`src/hw/rtl/dcm_pkg.sv`:
```
// Shared types, constants and helpers for the DC motor model step core.
package dcm_pkg;

  // Default number of fraction bits in the fixed-point format.
  localparam int FRAC_BITS_DEF = 16;

  // Width of the exact products steps_per_second times a 31-bit register.
  localparam int DEN_W = 51;

  // Configuration register indexes.
  localparam logic [2:0] CFG_EM_FACTOR    = 3'd0;
  localparam logic [2:0] CFG_INDUCTANCE   = 3'd1;
  localparam logic [2:0] CFG_RESISTANCE   = 3'd2;
  localparam logic [2:0] CFG_MECH_TC      = 3'd3;
  localparam logic [2:0] CFG_GEAR_RATIO   = 3'd4;
  localparam logic [2:0] CFG_STEPS_PER_S  = 3'd5;
  localparam logic [2:0] CFG_BASE_LOAD    = 3'd6;

  // Register values after reset.
  localparam logic [30:0] RST_EM_FACTOR   = 31'd131072;
  localparam logic [30:0] RST_INDUCTANCE  = 31'd6554;
  localparam logic [30:0] RST_RESISTANCE  = 31'd65536;
  localparam logic [30:0] RST_MECH_TC     = 31'd6554;
  localparam logic [30:0] RST_GEAR_RATIO  = 31'd65536;
  localparam logic [19:0] RST_STEPS_PER_S = 20'd1000;
  localparam logic [31:0] RST_BASE_LOAD   = 32'd0;

  localparam logic [31:0] S32_MAX = 32'h7FFF_FFFF;
  localparam logic [31:0] S32_MIN = 32'h8000_0000;

  // Sequencer of the step core.
  typedef enum logic [3:0] {
    ST_IDLE,
    ST_M_DEL,
    ST_M_DMECH,
    ST_M_DANG,
    ST_M_VR,
    ST_D_T1,
    ST_D_RQ,
    ST_M_T2,
    ST_M_LR,
    ST_D_LR,
    ST_D_EMF,
    ST_M_MOM,
    ST_D_MOM,
    ST_D_SPD,
    ST_D_ANG,
    ST_OUT
  } step_state_t;

  // Sequencer of the serial divider.
  typedef enum logic [1:0] {
    DV_IDLE,
    DV_RUN,
    DV_FIN
  } div_state_t;

  // Clamp a 33-bit signed sum to the signed 32-bit range.
  function automatic logic [31:0] sat33(input logic [32:0] x);
    logic [31:0] res;
    begin
      if (x[32] != x[31]) begin
        res = x[32] ? S32_MIN : S32_MAX;
      end else begin
        res = x[31:0];
      end
      return res;
    end
  endfunction

endpackage

```
`src/hw/rtl/dcm_div.sv`:
```
// Serial restoring divider: saturated signed quotient of (num * 2^FRAC_BITS) / den.
module dcm_div #(
  parameter int FRAC_BITS = dcm_pkg::FRAC_BITS_DEF
) (
  input  logic                     clk,
  input  logic                     rst_n,
  input  logic                     req,
  input  logic [31:0]              num,
  input  logic [dcm_pkg::DEN_W-1:0] den,
  output logic                     done,
  output logic [31:0]              quo
);
  import dcm_pkg::*;

  div_state_t          state_r;
  div_state_t          state_nxt;
  logic [DEN_W-1:0]    part_r;
  logic [DEN_W-1:0]    den_r;
  logic [31:0]         low_r;
  logic [4:0]          cnt_r;
  logic                neg_r;
  logic                sat_r;

  logic [31:0]             mag;
  logic [31+FRAC_BITS:0]   nwide;
  logic [DEN_W-1:0]        hi_ext;
  logic                    ovf;
  logic [DEN_W:0]          trial;
  logic [DEN_W-1:0]        diff;
  logic                    ge;
  logic [31:0]             neg_q;

  always_comb begin
    mag    = num[31] ? (~num + 32'd1) : num;
    nwide  = {mag, {FRAC_BITS{1'b0}}};
    hi_ext = {{(DEN_W-FRAC_BITS){1'b0}}, nwide[31+FRAC_BITS:32]};
    // A quotient of 2^32 or more saturates whatever its sign.
    ovf    = (hi_ext >= den);
    trial  = {part_r, low_r[31]};
    // The remainder is below the divisor, so the low bits of the difference are exact.
    diff   = trial[DEN_W-1:0] - den_r;
    ge     = (trial >= {1'b0, den_r});
    neg_q  = ~low_r + 32'd1;
  end

  always_comb begin
    state_nxt = state_r;
    case (state_r)
      DV_IDLE: begin
        if (req) begin
          state_nxt = ovf ? DV_FIN : DV_RUN;
        end
      end
      DV_RUN: begin
        if (cnt_r == 5'd0) begin
          state_nxt = DV_FIN;
        end
      end
      DV_FIN:  state_nxt = DV_IDLE;
      default: state_nxt = DV_IDLE;
    endcase
  end

  always_comb begin
    done = (state_r == DV_FIN);
    if (sat_r) begin
      quo = neg_r ? S32_MIN : S32_MAX;
    end else if (neg_r) begin
      quo = (low_r > S32_MIN) ? S32_MIN : neg_q;
    end else begin
      quo = low_r[31] ? S32_MAX : low_r;
    end
  end

  always_ff @(posedge clk) begin
    if (!rst_n) begin
      state_r <= DV_IDLE;
    end else begin
      state_r <= state_nxt;
    end
  end

  always_ff @(posedge clk) begin
    case (state_r)
      DV_IDLE: begin
        if (req) begin
          neg_r  <= num[31];
          sat_r  <= ovf;
          den_r  <= den;
          part_r <= hi_ext;
          low_r  <= nwide[31:0];
          cnt_r  <= 5'd31;
        end
      end
      DV_RUN: begin
        // The quotient bits shift into the low word as the dividend bits leave it.
        part_r <= ge ? diff : trial[DEN_W-1:0];
        low_r  <= {low_r[30:0], ge};
        cnt_r  <= cnt_r - 5'd1;
      end
      default: begin
      end
    endcase
  end

endmodule

```
`config.mk`:
```
export PLATFORM = sky130hd
export DESIGN_NAME = dcm_div
export DESIGN_NICKNAME = d
export VERILOG_FILES = /design/src/hw/rtl/dcm_pkg.sv /design/src/hw/rtl/dcm_div.sv
export SDC_FILE = /design/constraint.sdc
export NUM_CORES = 1
export LEC_CHECK = 0
export ABC_CLOCK_PERIOD_IN_PS = 20500
export BUFFER_PORTS_ARGS = -buffer_cell sky130_fd_sc_hd__buf_4
export CAP_MARGIN = 20
export CORE_ASPECT_RATIO = 1.75
export CORE_MARGIN = 3
export CORE_UTILIZATION = 65
export DETAILED_ROUTE_END_ITERATION = 8
export GPL_ROUTABILITY_DRIVEN = 0
export HOLD_SLACK_MARGIN = 0.05
export PLACE_DENSITY_LB_ADDON = 0.15
export SLEW_MARGIN = 20
export SYNTH_ARGS = -nofsm -noshare
export SYNTH_HDL_FRONTEND = slang
export SYNTH_SLANG_ARGS = --single-unit
```
`constraint.sdc`:
```
create_clock -name clk -period 20.5 [get_ports clk]
set_clock_uncertainty 0.15 [all_clocks]
set_input_delay 6.15 -clock clk [delete_from_list [all_inputs] [get_ports clk]]
set_output_delay 6.15 -clock clk [all_outputs]
set_load 0.005 [all_outputs]
```
Word-level counts from Yosys, hierarchy flattened --
Cells that the tools add are included.
Word-level totals: register bits 143, input bits 86, output and inout port bits 33, logic and storage cells 43
Cells by class: $add $sub $neg 4, $lt $le $gt $ge 3, equality and inequality tests 4, multiplexer cells 17, bitwise logic cells 2, reductions and logical operators 6
Operators by type and width (count):
- 32-bit 2-to-1 mux | 6
- 51-bit 2-to-1 mux | 2
- 51-bit case mux with 2 select lines | 1
- 32-bit by 1-bit adder with 32-bit output (second input constant) | 2
- 32-bit NOT | 2
- 32-bit case mux with 2 select lines | 1
- 52-bit by 51-bit greater-or-equal comparator with 1-bit output | 1
- 16-bit by 51-bit greater-or-equal comparator with 1-bit output | 1
- 51-bit subtractor | 1
- 32-bit greater-than comparator (second input constant) | 1
- 31-bit 2-to-1 mux | 1
- 5-bit case mux with 2 select lines | 1
- 2-bit 2-to-1 mux | 3
- 2-bit AND reduction | 3
- 5-bit zero test | 1
- 5-bit 2-to-1 mux | 1
- 5-bit by 1-bit subtractor with 5-bit output (second input constant) | 1
- 2-bit inequality test (second input constant) | 2
- 2-bit case mux with 2 select lines | 1
- 2-bit by 1-bit equality test with 1-bit output (second input constant) | 1
- 2-bit equality test (second input constant) | 1
- 2-bit zero test | 1
- 2-bit nonzero test | 1

Logic depth before layout (Yosys ltp) --
Gate-level depths: netlist (run 1).
word-level depth 7, mapped depth 17, mapped depth without buffers 17

Worst setup path after synthesis (run 1) --
OpenSTA, ideal clock, no wires.
kind input -> register, start input req, end register den_r[0], enable pin, library setup time 0.542 ns, data arrival time 10.055 ns, required time 19.808 ns, setup slack 9.752 ns, cell stages on the path 1, path through nor3b_1
Between the ends: longest elaborated chain between the ends 1
Ends and longest elaborated chain:
- start, declared | RTL line dcm_div.sv:7 | input logic req,
- 2-bit AND reduction (no line)
- end signal, assigned | RTL line dcm_div.sv:89 | den_r <= den;
- end, declared | RTL line dcm_div.sv:18 | logic [DEN_W-1:0] den_r;
No other way between the ends. A chain may end at the register's enable or synchronous reset.

Final worst setup path (run 1) --
start register low_r[1], end output quo[22]
Between the ends: longest elaborated chain between the ends 5, elaborated cells between the ends (all ways) 6, those cells by class add/sub (1); order compare (1); mux (3); bitwise (1)
Ends and longest elaborated chain:
- start, declared | RTL line dcm_div.sv:19 | logic [31:0] low_r;
- start signal, assigned | RTL line dcm_div.sv:91 | low_r <= nwide[31:0];
- start signal, assigned | RTL line dcm_div.sv:98 | low_r <= {low_r[30:0], ge};
- 32-bit NOT | RTL line dcm_div.sv:43 | neg_q = ~low_r + 32'd1;
- 32-bit by 1-bit adder with 32-bit output | RTL line dcm_div.sv:43
- 32-bit 2-to-1 mux (*) | RTL line dcm_div.sv:69 | quo = (low_r > S32_MIN) ? S32_MIN : neg_q;
- 32-bit 2-to-1 mux (*) | RTL line dcm_div.sv:68 | end else if (neg_r) begin
- 32-bit 2-to-1 mux (*) | RTL line dcm_div.sv:66 | if (sat_r) begin
- end, declared | RTL line dcm_div.sv:11 | output logic [31:0] quo
Every way passes the cells marked *; elsewhere a longest branch is shown, timed or not.

==> results_dict.tcl, run 1 <==
set metrics [dict create \
    die_h_um 177 \
    clk_pin_slew_ps 70 \
    fin_nets 1460 \
    path_class "reg -> out" \
    r2r_slack_ps 16100 \
    holdWs_ps 440 \
    clock_latency_ps 430 \
    p_leak_nw 5.19 \
    dpl-instance-area_sq_mm 0.0119 \
    core-area_sq_mm 0.0164 \
    ioPinCount 119 \
    dr_total_vias 9771 \
    max_clock_freq_ghz 0.0922 \
    area_growth_pct 14.6 \
    rsz0062_at_grt "false" \
    grt-ovfl-total 0 \
    setup_tns_ps 0 \
    routed-wl-met3_mm 1.27 \
    die-area_sq_mm 0.0184 \
    grt_max_degree 79 \
    top_layer "met4" \
    cts_sinks 143 \
    synth_common_cells "edfxtp_1 (141), nand2_1 (128), nor2_1 (101)" \
    synth_top_area_share_pct 38.9 \
    chipWidth_um 104 \
    fin_crit_ps 10840 \
    status "completed" \
    cts_max_level 4 \
    cp-end-kind "output port" \
    initial_utilization_pct 66.2 \
    yosysTopAreaCell "edfxtp_1" \
    drv_slew 0 \
    netlist_area_sq_mm 0.0109 \
    combPwrFrac_pct 43.3 \
    cts_buffers 17 \
    ctsHoldBuffers 0 \
    portBuffers 118 \
    max_cap_violations 0 \
    slew_headroom_pct 28.0 \
    yosysMostFrequentCell "edfxtp_1" \
    final_cell_area_sq_mm 0.0125 \
    cts_tree "built" \
    min_to "part_r[34]$_SDFFCE_PN0P_" \
    arrival_ps 4540 \
    fin_util_pct 75.9 \
    syn_nets 1368 \
    rows 62 \
    drc 0 \
    cts_root_buffer "clkbuf_16" \
    synth_edf_count 141 \
    regToRegStartpoint "low_r[31]$_DFFE_PP_" \
    synthArstFlopShare_pct 0 \
    tightest_slew_ps 1080 \
    antenna_found_initial 0 \
    n_antenna_cell 0 \
    synth_area_per_cell_sq_um 8.99 \
    required_ps 14200 \
    holdPathStages 1 \
    firstDrtPassIters 6 \
    worstReg2RegEnd "part_r[11]$_DFFE_PP_" \
    final-hold-violation-count 0 \
    grt_pass1_vias 9563 \
    synth_cell_type_count 70 \
    ant_nets 0 \
    hp-start "part_r[33]$_SDFFCE_PN0P_" \
    finalWirelength_mm 28.1 \
    met2_length_mm 14.7 \
    grt_first_pass_wirelength_mm 45.4 \
    grt_util_all_layers_pct 30.5 \
    power.internal_mw 0.770 \
    total_power_mw 1.28 \
    post-cts-setup-buffer-count 0 \
    power_frac_clock_pct 23.4 \
    path_max_fanout 30 \
    ys.flop_type "edfxtp_1" \
    hpwl_mm 20.6 \
    synth.top_cells.by_area "edfxtp_1 (39%), ha_1 (8.0%), nand2_1 (4.4%)" \
    clockBufferDepth 2 \
    yosysSeqAreaShare_pct 39.3 \
    vdd_ir_drop_max_mv 0.0752 \
    syn-instance-count 1211 \
    critPathLaunchType "register" \
    ff2ff_path_depth 13 \
    p_seq_share_pct 33.3 \
    cts_resized 0 \
    drive_above_1_share_pct 14.5 \
    drt_first_iter_violations 621 \
    post_drt_wl_per_cell_um 18.2 \
    yosysWarnings 0 \
    via_per_inst 6.34 \
    switching_power_mw 0.506 \
    report.final.setup_viol 0 \
    finalCritPeriodShare_pct 52.9 \
    ys_seq_elements 143 \
    swShare_pct 39.6 \
    power_density_mw_per_mm2 102 \
    hp-class "reg -> reg" \
    m1WireLength_mm 10.2 \
]
[through the flow]
step | worst slack, ps | instances
floorplan | 9750 | 1211
global placement | 10230 | 1508
detailed placement | 10130 | 1508
CTS | 9680 | 1540
global route | 9460 | 1540
finish | 9660 | 1540
[power groups by stage]
stage | clock, mW | sequential [mW] | combinational (mW)
2_1_floorplan | 0 | 0.420 | 0.400
6_report | 0.298 | 0.425 | 0.553
4_1_cts | 0.298 | 0.424 | 0.545
3_3_place_gp | 0 | 0.428 | 0.526
3_5_place_dp | 0 | 0.429 | 0.536
5_1_grt | 0.310 | 0.432 | 0.608
[worst max-delay path, cell delays in order, from the launching register on]
cell,delay [ps]
edfxtp_1,410
inv_1,110
ha_1,190
or3b_1,410
or3_1,390
or4_4,540
or3_4,370
or3_4,370
nor4_4,210
a21oi_2,80
buf_4,250
nor2_2,450
a221o_1,240
buf_4,110
[logic make-up (layout without fill, tap and decap cells)]
kind of cell,Yosys count,after routing,share of synthesized area [%]
buffers and inverters,143,248,5.03
and+or+nand+nor,416,416,18.7
AOI/OAI and AO/OA,332,332,19.8
adders and majority gates,71,71,8.23
muxes,31,31,2.94
xor gates and xnor gates,75,75,6.03
DFF,143,143,39.3
[metal layers]
layer | global-route usage, % | up-vias
met1 | 32.0 | 4572
met5 | 0 | -
met3 | 2.99 | 137
li1 | - | 4655
met2 | 57.2 | 407
met4 | 20.2 | 0
[registers in the layout (all words and copies together), names as in the netlist]
signal and cells:
state_r 2, low_r 32, cnt_r 5, neg_r 1
sat_r 1, den_r 51, part_r 51
[layout by cell type (no fill, tap or decap), drive strengths merged, types with 23 or more instances in the layout]
master,synthesis,final
xor2,32,32
nand3,27,27
nand2,128,128
buf,5,126
xnor2,43,43
nor2,102,102
a21oi,92,92
ha,70,70
o21ai,77,77
inv,88,97
nor3,28,28
mux2i,23,23
edfxtp,141,141
[final cells by class]
cell class / instances / area, sq um
clock buffers: 17 / 425
inverters: 90 / 338
multi-input cells: 925 / 6090
well taps: 224 / 280
clock inverters: 15 / 128
repair buffers: 126 / 946
fillers: 1250 / 3970
flip-flops and latches: 143 / 4270
[worst max-delay path by stage]
stage	startpoint	end	depth (start not counted)
3_3_place_gp	low_r[1]$_SDFFCE_PN0P_	quo[29]	13
6_report	low_r[1]$_SDFFCE_PN0P_	quo[22]	13
2_1_floorplan	req	den_r[0]$_DFFE_PP_	1
4_1_cts	low_r[1]$_SDFFCE_PN0P_	quo[22]	13
5_1_grt	low_r[1]$_SDFFCE_PN0P_	quo[17]	13
3_5_place_dp	low_r[1]$_SDFFCE_PN0P_	quo[22]	13
(Power assumes the default switching activity.)
==> inputs of run 2 (changes only) <==
- ABC_CLOCK_PERIOD_IN_PS: 20500 -> 10700
- CORE_UTILIZATION: 65 -> 60
- clock period: 20.5 -> 10.7 ns (I/O delays scaled with it)
==> run 2 against run 1 <==
Against the previous run: largest cell class unchanged; clock power grew 110%; global-route usage fell by 1.6 points; combinational power increased by 90%; register-to-register slack got worse by 9900 ps; cell area is 0.61% higher; sequential power rose by 92%; utilization fell by 4.6 points; hold slack got worse by 5.4 ps; via count is 1.6% lower; count of clock-buffer cells in the layout rose by 1; critical path type unchanged; sequential share of layout area down 0.21 points.
==> results_dict.tcl, run 2 (synthesis results as in run 1) <==
set metrics [dict create \
    status "completed" \
    cts_buffers 17 \
    cts_max_level 4 \
    worst_slack_ps 2770 \
    combPwrFrac_pct 42.1 \
    cts_tree "built" \
    p_seq_share_pct 32.7 \
    top_regs "den_r (51), part_r (51), low_r (32)" \
    drc 0 \
    cts_root_buffer "clkbuf_16" \
    tightest_slew_ps 1080 \
    ff2ff_path_depth 13 \
    grt-ovfl-total 0 \
    via_per_inst 6.22 \
    power.internal_mw 1.56 \
    ant_nets 0 \
    critPathLaunchType "register" \
    p_leak_nw 5.21 \
    report.final.setup_viol 0 \
    chipWidth_um 108 \
    drive_above_1_share_pct 14.4 \
    nFillCells 1400 \
    firstDrtPassIters 6 \
    cts_resized 0 \
    n_antenna_cell 0 \
    dpl-instance-area_sq_mm 0.0119 \
    cp-end-kind "output port" \
    ctsHoldBuffers 0 \
    multi_input_area_sq_mm 0.00609 \
    drv_slew 0 \
    hpwl_mm 21.1 \
    rsz0062_at_grt "false" \
    slew_headroom_pct 27.7 \
    antenna_found_initial 0 \
    portBuffers 118 \
    regToRegStartpoint "low_r[31]$_DFFE_PP_" \
    fin_nets 1460 \
    min_to "state_r[1]$_SDFFE_PN0P_" \
    power_frac_clock_pct 25.2 \
    hp-start "state_r[0]$_SDFFE_PN0P_" \
    final-hold-violation-count 0 \
    post-cts-setup-buffer-count 0 \
    grt_pass1_vias 9489 \
    finalWirelength_mm 28.4 \
    final_cell_mix "edfxtp_1 (141), nand2_1 (127), buf_4 (126)" \
    grt_max_degree 66 \
    fin_crit_ps 7930 \
    initial_utilization_pct 61.8 \
    finalCritPeriodShare_pct 74.1 \
    grt_first_pass_wirelength_mm 45.5 \
    final_cell_area_sq_mm 0.0126 \
    required_ps 7340 \
    hp-class "reg -> reg" \
    clk_pin_slew_ps 60 \
    vdd_ir_drop_max_mv 0.127 \
    rows 64 \
    drt_first_iter_violations 867 \
    path_class "reg -> out" \
    seq_area_sq_mm 0.00427 \
    cts_sinks 143 \
    dr_total_vias 9618 \
    max_cap_violations 0 \
    max_clock_freq_ghz 0.126 \
    clockBufferDepth 2 \
    clock_latency_ps 430 \
    core-area_sq_mm 0.0176 \
    post_drt_wl_per_cell_um 18.4 \
    path_max_fanout 30 \
    worstReg2RegEnd "part_r[13]$_DFFE_PP_" \
    holdPathStages 2 \
    dp_slack_ps 3210 \
    swShare_pct 37.6 \
    final_common_cell "edfxtp_1" \
    ioPinCount 119 \
    r2r_slack_ps 6210 \
    power_density_mw_per_mm2 199 \
    arrival_ps 4570 \
    setup_tns_ps 0 \
    die_h_um 184 \
    switching_power_mw 0.940 \
    die-area_sq_mm 0.0199 \
    area_growth_pct 15.3 \
    grt_util_all_layers_pct 28.9 \
]
-- run 2: changes by cell type in the layout (fill, tap and decap cells not counted), sizes merged --
cell | before | now
bufinv | 0 | 4
clkbuf | 17 | 18
clkinv | 5 | 8
inv | 97 | 89
-- run 2: layout make-up --
cell class	count	share of cell area (%)
clock inverter	14	1.52
sequential	143	34.0
multi-input combinational	925	48.5
inverter	90	2.69
clock buffer	18	3.42
timing repair buffer	126	7.53
tap	231	2.30
-- run 2: layer usage --
metal	vias up	global-route usage, %	share of wire (%)
met5	-	0	0
met4	0	14.3	4.1
met3	77	3.86	4.4
met2	333	54.5	55
met1	4555	30.8	37
li1	4653	-	-
-- run 2: worst max path at each step --
stage | end | startpoint | slack (ps)
after floorplan | den_r[0]$_DFFE_PP_ | req | 2890
after global placement | quo[24] | low_r[1]$_SDFFCE_PN0P_ | 3330
after detailed placement | quo[24] | low_r[0]$_SDFFCE_PN0P_ | 3210
after CTS | quo[24] | low_r[0]$_SDFFCE_PN0P_ | 2760
after global routing | quo[24] | low_r[0]$_SDFFCE_PN0P_ | 2530
final | quo[24] | low_r[0]$_SDFFCE_PN0P_ | 2770
-- run 2: power by group through the flow --
stage	logic (mW)	registers (mW)	clock network [mW]
2_1_floorplan	0.767	0.806	0
3_3_place_gp	1.01	0.821	0
3_5_place_dp	1.03	0.823	0
4_1_cts	1.04	0.814	0.634
5_1_grt	1.16	0.826	0.658
6_report	1.05	0.817	0.630
-- run 2: worst max-delay path, stage by stage, from the launching register on --
cell,delay [ps]
edfxtp_1,390
inv_1,110
ha_1,200
or3b_1,410
or3_1,380
or4_4,540
or3_4,380
or3_4,370
nor4_4,210
a21oi_2,90
buf_4,250
nor2_2,450
a221o_1,240
buf_4,110
-- run 2: stage by stage --
stage	hold slack, ps	instances	utilization (%)	total power, mW
after detailed placement	419	1515	67.7	1.85
after floorplan	332	1211	-	1.57
after CTS	433	1547	71.3	2.49
after global routing	455	1547	71.3	2.65
final	435	1547	71.3	2.50
after global placement	418	1515	67.7	1.83
